### src/design/usbin_pkg.sv
// Package for the USB IN endpoint packetizer: sizes, result and input codes,
// the controller state type and the FIFO RAM request struct.
// No dependencies.
`default_nettype none

package usbin_pkg;

  localparam int FIFO_DEPTH       = 512;
  localparam int MAX_PACKET_LIMIT = 64;

  localparam int BYTE_W = 8;
  localparam int LEN_W  = 7;
  localparam int PTR_W  = $clog2(FIFO_DEPTH);
  localparam int CNT_W  = $clog2(FIFO_DEPTH + 1);
  localparam int RUN_W  = $clog2(FIFO_DEPTH + 2);

  typedef enum logic [2:0] {
    KIND_BYTE  = 3'd0,
    KIND_ZLP   = 3'd1,
    KIND_DROP  = 3'd2,
    KIND_FAIL  = 3'd3,
    KIND_EMPTY = 3'd4
  } kind_t;

  typedef enum logic [1:0] {
    MODE_WRITE = 2'd0,
    MODE_DONE  = 2'd1,
    MODE_SOF   = 2'd2
  } mode_t;

  typedef enum logic [1:0] {
    STAT_OK   = 2'd0,
    STAT_FAIL = 2'd1
  } status_t;

  localparam logic CFG_MAX_PACKET = 1'b0;
  localparam logic CFG_TX_ENABLED = 1'b1;

  typedef enum logic [1:0] {
    ST_IDLE,
    ST_SINGLE,
    ST_RD,
    ST_EMIT
  } state_t;

  typedef struct packed {
    logic              wr_en;
    logic [PTR_W-1:0]  wr_addr;
    logic [BYTE_W-1:0] wr_data;
    logic              rd_en;
    logic [PTR_W-1:0]  rd_addr;
  } ram_req_t;

endpackage

`default_nettype wire

### src/design/usbin_ifs.sv
// Channel interfaces of the USB IN endpoint packetizer: input items,
// result items and configuration writes. Depends on usbin_pkg.
`default_nettype none

interface usbin_in_if import usbin_pkg::*; ();
  logic              valid;
  logic              ready;
  logic [1:0]        mode;
  logic [BYTE_W-1:0] data_byte;
  logic              end_of_write;
  logic [LEN_W-1:0]  done_length;
  logic [1:0]        done_status;

  modport source (output valid, mode, data_byte, end_of_write, done_length, done_status,
                  input ready);
  modport sink (input valid, mode, data_byte, end_of_write, done_length, done_status,
                output ready);
endinterface

interface usbin_out_if import usbin_pkg::*; ();
  logic              valid;
  logic              ready;
  kind_t             kind;
  logic [BYTE_W-1:0] out_byte;
  logic [LEN_W-1:0]  info_length;
  logic              last;

  modport source (output valid, kind, out_byte, info_length, last, input ready);
  modport sink (input valid, kind, out_byte, info_length, last, output ready);
endinterface

interface usbin_cfg_if import usbin_pkg::*; ();
  logic             valid;
  logic             ready;
  logic             index;
  logic [LEN_W-1:0] data;

  modport source (output valid, index, data, input ready);
  modport sink (input valid, index, data, output ready);
endinterface

`default_nettype wire

### src/design/usbin_fifo_ram.sv
// Generic single-clock RAM with one write port and one registered read port.
// No dependencies.
`default_nettype none

module usbin_fifo_ram #(
  parameter int DEPTH = 512,
  parameter int WIDTH = 8
) (
  input  wire logic                     clk,
  input  wire logic                     wr_en,
  input  wire logic [$clog2(DEPTH)-1:0] wr_addr,
  input  wire logic [WIDTH-1:0]         wr_data,
  input  wire logic                     rd_en,
  input  wire logic [$clog2(DEPTH)-1:0] rd_addr,
  output logic      [WIDTH-1:0]         rd_data
);

  logic [WIDTH-1:0] mem [DEPTH];

  always_ff @(posedge clk) begin
    if (wr_en) begin
      mem[wr_addr] <= wr_data;
    end
  end

  always_ff @(posedge clk) begin
    if (rd_en) begin
      rd_data <= mem[rd_addr];
    end
  end

endmodule

`default_nettype wire

### src/design/usbin_ctrl.sv
// Packetizer sequencer: FIFO pointers and flags, endpoint state, packet
// emission through the FIFO RAM, result register and configuration.
// Depends on usbin_pkg and usbin_ifs.
`default_nettype none

module usbin_ctrl import usbin_pkg::*; (
  input  wire logic              clk,
  input  wire logic              rst_n,
  usbin_in_if.sink               in_if,
  usbin_out_if.source            out_if,
  usbin_cfg_if.sink              cfg_if,
  output ram_req_t               ram_req,
  input  wire logic [BYTE_W-1:0] ram_rd_data
);

  localparam logic [LEN_W-1:0] MPS_LIMIT = LEN_W'(MAX_PACKET_LIMIT);
  localparam logic [CNT_W-1:0] CNT_FULL  = CNT_W'(FIFO_DEPTH);
  localparam logic [PTR_W-1:0] PTR_LAST  = PTR_W'(FIFO_DEPTH - 1);
  localparam logic [RUN_W-1:0] RUN_SAT   = RUN_W'(FIFO_DEPTH);

  state_t            state_r, state_nxt;
  logic [PTR_W-1:0]  rptr_r, rptr_nxt;
  logic [PTR_W-1:0]  wptr_r, wptr_nxt;
  logic [CNT_W-1:0]  count_r, count_nxt;
  logic [RUN_W-1:0]  run_r, run_nxt;
  logic              idle_r, idle_nxt;
  logic              zlp_r, zlp_nxt;
  logic              armed_r, armed_nxt;
  logic [LEN_W-1:0]  max_packet_r, max_packet_nxt;
  logic              tx_en_r, tx_en_nxt;
  logic [LEN_W-1:0]  left_r, left_nxt;
  logic [LEN_W-1:0]  plen_r, plen_nxt;
  kind_t             pend_kind_r, pend_kind_nxt;
  logic [LEN_W-1:0]  pend_len_r, pend_len_nxt;
  logic              out_valid_r, out_valid_nxt;
  kind_t             out_kind_r, out_kind_nxt;
  logic [BYTE_W-1:0] out_byte_r, out_byte_nxt;
  logic [LEN_W-1:0]  out_len_r, out_len_nxt;
  logic              out_last_r, out_last_nxt;

  logic [LEN_W-1:0]  mps;
  logic              slot_free;

  function automatic logic [LEN_W-1:0] pkt_len(input logic [CNT_W-1:0] cnt,
                                               input logic tail,
                                               input logic [LEN_W-1:0] size);
    if (cnt >= CNT_W'(size)) begin
      return size;
    end else if (tail && cnt != '0) begin
      return LEN_W'(cnt);
    end
    return '0;
  endfunction

  assign mps = (max_packet_r == '0) ? LEN_W'(1) :
               (max_packet_r > MPS_LIMIT) ? MPS_LIMIT : max_packet_r;
  assign slot_free = !out_valid_r || out_if.ready;

  assign in_if.ready        = (state_r == ST_IDLE);
  assign cfg_if.ready       = 1'b1;
  assign out_if.valid       = out_valid_r;
  assign out_if.kind        = out_kind_r;
  assign out_if.out_byte    = out_byte_r;
  assign out_if.info_length = out_len_r;
  assign out_if.last        = out_last_r;

  always_comb begin
    logic             full;
    logic [CNT_W-1:0] cnt_new;
    logic [RUN_W-1:0] run_new;
    logic             fresh;
    logic             do_submit;
    logic             sub_tail;
    logic [CNT_W-1:0] sub_cnt;
    logic             from_done;
    logic             done_idle;
    logic [LEN_W-1:0] len;
    logic             go;

    state_nxt      = state_r;
    rptr_nxt       = rptr_r;
    wptr_nxt       = wptr_r;
    count_nxt      = count_r;
    run_nxt        = run_r;
    idle_nxt       = idle_r;
    zlp_nxt        = zlp_r;
    armed_nxt      = armed_r;
    max_packet_nxt = max_packet_r;
    tx_en_nxt      = tx_en_r;
    left_nxt       = left_r;
    plen_nxt       = plen_r;
    pend_kind_nxt  = pend_kind_r;
    pend_len_nxt   = pend_len_r;
    out_valid_nxt  = out_valid_r && !out_if.ready;
    out_kind_nxt   = out_kind_r;
    out_byte_nxt   = out_byte_r;
    out_len_nxt    = out_len_r;
    out_last_nxt   = out_last_r;

    ram_req.wr_en   = 1'b0;
    ram_req.wr_addr = wptr_r;
    ram_req.wr_data = in_if.data_byte;
    ram_req.rd_en   = 1'b0;
    ram_req.rd_addr = rptr_r;

    full      = (count_r == CNT_FULL);
    cnt_new   = count_r;
    run_new   = run_r;
    fresh     = 1'b0;
    do_submit = 1'b0;
    sub_tail  = 1'b0;
    sub_cnt   = count_r;
    from_done = 1'b0;
    done_idle = 1'b0;
    len       = '0;
    go        = 1'b0;

    if (cfg_if.valid) begin
      unique case (cfg_if.index)
        CFG_MAX_PACKET: max_packet_nxt = cfg_if.data;
        CFG_TX_ENABLED: tx_en_nxt = cfg_if.data[0];
        default: ;
      endcase
    end

    unique case (state_r)
      ST_IDLE: begin
        if (in_if.valid) begin
          case (in_if.mode)
            MODE_WRITE: begin
              if (full) begin
                pend_kind_nxt = KIND_DROP;
                pend_len_nxt  = '0;
                state_nxt     = ST_SINGLE;
              end else begin
                ram_req.wr_en = 1'b1;
                wptr_nxt      = (wptr_r == PTR_LAST) ? '0 : wptr_r + PTR_W'(1);
                cnt_new       = count_r + CNT_W'(1);
                run_new       = (run_r <= RUN_SAT) ? run_r + RUN_W'(1) : run_r;
                count_nxt     = cnt_new;
                run_nxt       = run_new;
              end
              if (in_if.end_of_write) begin
                run_nxt = '0;
                fresh   = (RUN_W'(cnt_new) == run_new);
                if (!full && (cnt_new >= CNT_W'(mps) || fresh) && idle_r && tx_en_r) begin
                  idle_nxt  = 1'b0;
                  do_submit = 1'b1;
                  sub_tail  = fresh;
                  sub_cnt   = cnt_new;
                end
              end
            end
            MODE_DONE: begin
              if (in_if.done_status != STAT_OK) begin
                if (in_if.done_status == STAT_FAIL) begin
                  pend_kind_nxt = KIND_FAIL;
                  pend_len_nxt  = in_if.done_length;
                  state_nxt     = ST_SINGLE;
                end
                idle_nxt = 1'b1;
              end else if (tx_en_r) begin
                do_submit = 1'b1;
                from_done = 1'b1;
              end else begin
                done_idle = 1'b1;
              end
            end
            MODE_SOF: begin
              if (idle_r) begin
                if (count_r == '0 && !zlp_r) begin
                  armed_nxt = 1'b0;
                end else if (!armed_r) begin
                  armed_nxt = 1'b1;
                end else if (tx_en_r) begin
                  idle_nxt  = 1'b0;
                  do_submit = 1'b1;
                  sub_tail  = 1'b1;
                end
              end
            end
            default: ;
          endcase

          if (do_submit) begin
            len = pkt_len(sub_cnt, sub_tail, mps);
            go  = (len != '0) || (sub_tail && zlp_r);
            if (go) begin
              zlp_nxt   = 1'b0;
              armed_nxt = 1'b0;
              if (len == '0) begin
                pend_kind_nxt = KIND_ZLP;
                pend_len_nxt  = '0;
                state_nxt     = ST_SINGLE;
              end else begin
                plen_nxt  = len;
                left_nxt  = len;
                state_nxt = ST_RD;
              end
            end else begin
              idle_nxt = 1'b1;
              if (from_done) begin
                done_idle = 1'b1;
              end
            end
          end

          if (done_idle) begin
            idle_nxt = 1'b1;
            if (count_r == '0) begin
              if (in_if.done_length == mps) begin
                zlp_nxt = 1'b1;
              end else begin
                pend_kind_nxt = KIND_EMPTY;
                pend_len_nxt  = '0;
                state_nxt     = ST_SINGLE;
              end
            end
          end
        end
      end
      ST_SINGLE: begin
        if (slot_free) begin
          out_valid_nxt = 1'b1;
          out_kind_nxt  = pend_kind_r;
          out_byte_nxt  = '0;
          out_len_nxt   = pend_len_r;
          out_last_nxt  = 1'b1;
          state_nxt     = ST_IDLE;
        end
      end
      ST_RD: begin
        ram_req.rd_en = 1'b1;
        rptr_nxt      = (rptr_r == PTR_LAST) ? '0 : rptr_r + PTR_W'(1);
        count_nxt     = count_r - CNT_W'(1);
        state_nxt     = ST_EMIT;
      end
      ST_EMIT: begin
        if (slot_free) begin
          out_valid_nxt = 1'b1;
          out_kind_nxt  = KIND_BYTE;
          out_byte_nxt  = ram_rd_data;
          out_len_nxt   = plen_r;
          out_last_nxt  = (left_r == LEN_W'(1));
          left_nxt      = left_r - LEN_W'(1);
          state_nxt     = (left_r == LEN_W'(1)) ? ST_IDLE : ST_RD;
        end
      end
      default: state_nxt = ST_IDLE;
    endcase
  end

  always_ff @(posedge clk) begin
    if (!rst_n) begin
      state_r      <= ST_IDLE;
      rptr_r       <= '0;
      wptr_r       <= '0;
      count_r      <= '0;
      run_r        <= '0;
      idle_r       <= 1'b1;
      zlp_r        <= 1'b0;
      armed_r      <= 1'b0;
      max_packet_r <= LEN_W'(64);
      tx_en_r      <= 1'b0;
      left_r       <= '0;
      out_valid_r  <= 1'b0;
    end else begin
      state_r      <= state_nxt;
      rptr_r       <= rptr_nxt;
      wptr_r       <= wptr_nxt;
      count_r      <= count_nxt;
      run_r        <= run_nxt;
      idle_r       <= idle_nxt;
      zlp_r        <= zlp_nxt;
      armed_r      <= armed_nxt;
      max_packet_r <= max_packet_nxt;
      tx_en_r      <= tx_en_nxt;
      left_r       <= left_nxt;
      out_valid_r  <= out_valid_nxt;
    end
  end

  always_ff @(posedge clk) begin
    plen_r      <= plen_nxt;
    pend_kind_r <= pend_kind_nxt;
    pend_len_r  <= pend_len_nxt;
    out_kind_r  <= out_kind_nxt;
    out_byte_r  <= out_byte_nxt;
    out_len_r   <= out_len_nxt;
    out_last_r  <= out_last_nxt;
  end

endmodule

`default_nettype wire

### src/design/usb_in_endpoint_packetizer_top.sv
// USB IN endpoint packetizer top level: sequencer plus byte FIFO RAM.
// An input item is taken only in the idle state; no new item is taken until its
// results have all been loaded into the result register. A packet is emitted with
// one RAM read and one result register load per byte, stalling while a result is held.
// Reset is synchronous: pointers, counts and flags clear; the RAM is not cleared.
// Depends on usbin_pkg, usbin_ifs, usbin_fifo_ram and usbin_ctrl.
`default_nettype none

module usb_in_endpoint_packetizer_top import usbin_pkg::*; (
  input wire logic    clk,
  input wire logic    rst_n,
  usbin_in_if.sink    in_if,
  usbin_out_if.source out_if,
  usbin_cfg_if.sink   cfg_if
);

  ram_req_t          ram_req;
  logic [BYTE_W-1:0] ram_rd_data;

  usbin_ctrl u_ctrl (
    .clk         (clk),
    .rst_n       (rst_n),
    .in_if       (in_if),
    .out_if      (out_if),
    .cfg_if      (cfg_if),
    .ram_req     (ram_req),
    .ram_rd_data (ram_rd_data)
  );

  usbin_fifo_ram #(
    .DEPTH (FIFO_DEPTH),
    .WIDTH (BYTE_W)
  ) u_ram (
    .clk     (clk),
    .wr_en   (ram_req.wr_en),
    .wr_addr (ram_req.wr_addr),
    .wr_data (ram_req.wr_data),
    .rd_en   (ram_req.rd_en),
    .rd_addr (ram_req.rd_addr),
    .rd_data (ram_rd_data)
  );

endmodule

`default_nettype wire

### src/flat_wrapper.sv
// flat-port wrapper written by rule: the top's interface ports become plain ports
module usb_in_endpoint_packetizer_top_flat import usbin_pkg::*;
  (clk, rst_n, in_if_valid, in_if_mode, in_if_data_byte, in_if_end_of_write, in_if_done_length, in_if_done_status, in_if_ready, out_if_valid, out_if_kind, out_if_out_byte, out_if_info_length, out_if_last, out_if_ready, cfg_if_valid, cfg_if_index, cfg_if_data, cfg_if_ready);
  usbin_in_if in_if_i ();
  usbin_out_if out_if_i ();
  usbin_cfg_if cfg_if_i ();
  input wire logic clk;
  input wire logic rst_n;
  input wire logic [$bits(in_if_i.valid)-1:0] in_if_valid;
  input wire logic [$bits(in_if_i.mode)-1:0] in_if_mode;
  input wire logic [$bits(in_if_i.data_byte)-1:0] in_if_data_byte;
  input wire logic [$bits(in_if_i.end_of_write)-1:0] in_if_end_of_write;
  input wire logic [$bits(in_if_i.done_length)-1:0] in_if_done_length;
  input wire logic [$bits(in_if_i.done_status)-1:0] in_if_done_status;
  output wire logic [$bits(in_if_i.ready)-1:0] in_if_ready;
  output wire logic [$bits(out_if_i.valid)-1:0] out_if_valid;
  output wire logic [$bits(out_if_i.kind)-1:0] out_if_kind;
  output wire logic [$bits(out_if_i.out_byte)-1:0] out_if_out_byte;
  output wire logic [$bits(out_if_i.info_length)-1:0] out_if_info_length;
  output wire logic [$bits(out_if_i.last)-1:0] out_if_last;
  input wire logic [$bits(out_if_i.ready)-1:0] out_if_ready;
  input wire logic [$bits(cfg_if_i.valid)-1:0] cfg_if_valid;
  input wire logic [$bits(cfg_if_i.index)-1:0] cfg_if_index;
  input wire logic [$bits(cfg_if_i.data)-1:0] cfg_if_data;
  output wire logic [$bits(cfg_if_i.ready)-1:0] cfg_if_ready;
  assign in_if_i.valid = in_if_valid;
  assign in_if_i.mode = in_if_mode;
  assign in_if_i.data_byte = in_if_data_byte;
  assign in_if_i.end_of_write = in_if_end_of_write;
  assign in_if_i.done_length = in_if_done_length;
  assign in_if_i.done_status = in_if_done_status;
  assign in_if_ready = in_if_i.ready;
  assign out_if_valid = out_if_i.valid;
  assign out_if_kind = out_if_i.kind;
  assign out_if_out_byte = out_if_i.out_byte;
  assign out_if_info_length = out_if_i.info_length;
  assign out_if_last = out_if_i.last;
  assign out_if_i.ready = out_if_ready;
  assign cfg_if_i.valid = cfg_if_valid;
  assign cfg_if_i.index = cfg_if_index;
  assign cfg_if_i.data = cfg_if_data;
  assign cfg_if_ready = cfg_if_i.ready;
  usb_in_endpoint_packetizer_top u_core (.clk(clk), .rst_n(rst_n), .in_if(in_if_i), .out_if(out_if_i), .cfg_if(cfg_if_i));
endmodule
### config.mk
export PLATFORM = sky130hd
export DESIGN_NAME = usb_in_endpoint_packetizer_top_flat
export DESIGN_NICKNAME = d
export VERILOG_FILES = /design/src/design/usbin_pkg.sv /design/src/design/usbin_ifs.sv /design/src/design/usbin_fifo_ram.sv /design/src/design/usbin_ctrl.sv /design/src/design/usb_in_endpoint_packetizer_top.sv /design/src/flat_wrapper.sv
export SDC_FILE = /design/constraint.sdc
export NUM_CORES = 2
export LEC_CHECK = 0
export BUFFER_PORTS_ARGS = -buffer_cell sky130_fd_sc_hd__buf_2
export CAP_MARGIN = 20
export CORE_UTILIZATION = 60
export DETAILED_ROUTE_END_ITERATION = 10
export HOLD_SLACK_MARGIN = 0.06
export PLACE_DENSITY = 0.73
export REMOVE_ABC_BUFFERS = 1
export SYNTH_ARGS = -nofsm -noshare
export SYNTH_HDL_FRONTEND = slang
export SYNTH_SLANG_ARGS = --single-unit
### constraint.sdc
create_clock -name clk -period 14.2 [get_ports clk]
set_input_delay 2.84 -clock clk [delete_from_list [all_inputs] [get_ports clk]]
set_output_delay 2.84 -clock clk [all_outputs]
set_load 0.01 [all_outputs]
==> flow_summary_export.csv <==
group,metric,value,unit
critical_path,worstSetupPathType,"reg2reg",
worst_hold_path,hold_path_class,"reg2reg",
cts,cts.clk_slew.worst_paths,0.06,ns
sta,fin_ws,7.15,ns
cts,cts.sinks,4199,
logic_synthesis,netlist_instances,7182,
placed_design,port_buffers,53,
logic_synthesis,synth_most_common_cell,"edfxtp_1",
route,drtIter0Drc,10100,
logic_synthesis,synth-seq-cells,4199,
finish,layout-drive-gt1-share,28.2,%
grt,grtUsageTotal,27.6,%
power,p_leak,53.8,nW
route,first_pass_iters,8,
critical_path,critPathSlowestCell,"a221oi_2",
logic_synthesis,synthFlopType,"edfxtp_1",
sta,worst-slew-pin-transition,1.43,ns
finish,nFillCells,16100,
placed_design,dpl_worst_slack,6.81,ns
sta,finClkSkew,0.0518,ns
logic_synthesis,netlist_area,164000,sq um
sta,clock.fmax,142,MHz
sta,finalHoldViolations,0,
cts,post_cts_buffers,0,
sta,slew_viol_final,0,
power,power_density,137,nW/um^2
critical_path,cp-end-kind,"flip-flop",
placed_design,place_inst,10500,
logic_synthesis,synth_top_area_share,75.8,%
grt,grt_pass1_vias,77300,
critical_path,crit_path_max_incr_delay,1.10,ns
critical_path,startpoint_type,"flip-flop",
finish,final_nets,7373,
sta,final.period_utilization,49.7,%
critical_path,worst-endpoint-arrival,7.87,ns
sta,relSlewSlack,4.78,%
cts,cts_tree,"done",
cts,cts_resized,0,
grt,grt_max_degree,226,
logic_synthesis,ys_seq_area_share,76.5,%
floorplan,start_util,60.5,%
floorplan,num_rows,191,
critical_path,required,15.02,ns
logic_synthesis,ys_warn_count,0,
route,routed_via_density,6.83,
floorplan,die_area,276000,sq um
cts,cts_buffers,409,
floorplan,io_pins,55,
finish,final_util,67.0,%
cts,cts_hold_buf,0,
route,wl_per_cell,33.5,microns
job,maxCapViolations,0,
power,vdd_drop_max,0.000109,V
sta,finalCriticalPeriod,7.05,ns
route,routed_wirelength,376000,microns
cts,insertion_delay,0.94,ns
finish,areaGrowthSynthToFinish,10.8,%
grt,antenna_found_initial,22,
logic_synthesis,synth_edf_count,4140,
cts,cts_max_level,5,
cts,cts_buffer_depth,4,
sta,rsz0062_at_grt,"no",
route,postRouteAntennaNets,0,
power,p_total,24.9,mW
logic_synthesis,synthArstFlopShare,0,%
critical_path,crit_chain,"inv_1, ha_1, nor4b_4, and3_1, xnor2_1, ha_1, nand2b_1, a21o_1, a21o_1, a21oi_1, o21ai_0, nor2b_1, a211oi_1, xor2_1, ha_1, a21o_1, a211oi_1, o311a_1, a21boi_2, a221oi_2, o21ai_1, o22ai_1",
floorplan,die_y,525,microns
sta,finalSetupViolCount,0,
floorplan,coreArea,271000,sq um
cts,clock-root-buffer,"clkbuf_16",
placed_design,place_hpwl,212000,microns
floorplan,fp.dieW,525,microns
route,via_count,76700,
grt,grt-ovfl-total,0,
critical_path,cp_max_fo,17,
outcome,status,"completed",
logic_synthesis,synth_commonest_cells,"edfxtp_1, mux4_2, nor2_1",
route,drc,0,
logic_synthesis,synth_area_leader_cell,"edfxtp_1",
placed_design,place_congestion,0.853,
logic_synthesis,synth_cell_types,86,
grt,grt_first_pass_wirelength,549000,microns
logic_synthesis,yosys-top-cells-area,"edfxtp_1, mux4_2, nor2_1",
logic_synthesis,syn_avg_cell_area,22.8,sq um
finish,finalNonFillerCells,11200,
-- per-layer routing --
layer | track usage [%] | part of all wire (%) | vias to the layer above
met5 | 0 | 0.0096 | -
met4 | 7.03 | 2.7 | 6
met3 | 5.24 | 9.8 | 531
met2 | 43.2 | 49 | 4365
met1 | 40.7 | 39 | 41200
li1 | - | - | 30700
-- power breakdown --
group	switching, mW	total, mW	internal [mW]
Combinational	0.274	0.336	0.0618
Clock	4.57	10.9	6.32
Sequential	0.00698	13.6	13.6
-- registers in the layout, indices dropped and copies added (netlist names) --
register                          cells
u_core.u_ctrl.out_if.kind             3
u_core.u_ctrl.wptr_r                  9
u_core.u_ctrl.pend_len_r              7
u_core.u_ctrl.rptr_r                  9
u_core.u_ctrl.out_if.valid            1
u_core.u_ctrl.zlp_r                   1
u_core.u_ram.rd_data                  8
u_core.u_ctrl.pend_kind_r             3
u_core.u_ctrl.out_if.out_byte         8
u_core.u_ctrl.count_r                10
u_core.u_ctrl.state_r                 2
u_core.u_ctrl.tx_en_r                 1
u_core.u_ctrl.idle_r                  1
u_core.u_ctrl.plen_r                  7
u_core.u_ctrl.out_if.last             1
u_core.u_ctrl.max_packet_r            7
u_core.u_ctrl.run_r                  10
u_core.u_ctrl.out_if.info_length      7
u_core.u_ctrl.left_r                  7
u_core.u_ram.mem                   4096
u_core.u_ctrl.armed_r                 1
-- cells in the final DEF, fill, tap and decap left out, types with 20 or more instances in the layout --
cell type and instances:
inv_1 23, nand3_1 31, o21ai_0 33, mux4_2 1360, buf_2 45, and3_1 23
ha_1 27, nand2_1 133, clkinvlp_4 20, nor3_1 23, dfxtp_1 53, clkinv_1 83
xor2_1 25, nor2_1 575, buf_4 83, edfxtp_1 4140, xnor2_1 22, a21oi_1 34
clkbuf_16 418, clkinv_2 68, bufinv_16 49, clkbuf_1 73
-- cells by family after synthesis --
logic type / share of synthesized area, %
other: 0.00229
xor gates and xnor gates: 0.293
DFF: 76.5
AOI/OAI and AO/OA: 0.717
adders and majority gates: 0.206
muxes: 18.8
and+or+nand+nor: 2.33
buffers and inverters: 1.14
-- stage by stage --
step / hold slack (ns) / area (sq um) / setup TNS (ns)
final: 0.485 / 182000 / 0
after global routing: 0.518 / 182000 / 0
after CTS: 0.482 / 182000 / 0
after detailed placement: 0.472 / 168000 / 0
after global placement: 0.464 / 168000 / 0
after floorplan: 0.450 / 162000 / -513.74
-- cell type report --
type | count | area [sq um] | share of cell area (%)
sequential | 4199 | 126000 | 69.1
multi-input combinational | 2523 | 36800 | 20.3
clock buffer | 501 | 10900 | 5.98
tap | 3570 | 4470 | 2.46
clock inverter | 238 | 2530 | 1.39
timing repair buffer | 156 | 1410 | 0.774
inverter | 24 | 90.1 | 0.0496
antenna | 15 | 37.5 | 0.0207
-- worst max-delay path: cells and delay by family (launching register included) --
family                   cells  cell delay, ns
flip-flops                   1            0.44
XOR/XNOR                     2            0.40
buffers and inverters        1            0.23
AO/OA/AOI/OAI               12            3.42
adder cells (fa/ha/maj)      3            0.80
AND/OR/NAND/NOR              4            1.69
-- final timing paths --
kind                            depth (start not counted)  slack, ns                      end                startpoint
worst max-delay path                                   22       7.15  u_core.u_ctrl.left_r[2]  u_core.u_ctrl.count_r[0]
worst min-delay path                                    2       0.48  u_core.u_ctrl.left_r[5]   u_core.u_ctrl.left_r[5]
worst max register to register                         22       7.15  u_core.u_ctrl.left_r[2]  u_core.u_ctrl.count_r[0]
worst min register to register                          2       0.48  u_core.u_ctrl.left_r[5]   u_core.u_ctrl.left_r[5]
Power figures use the tool's default switching activity.
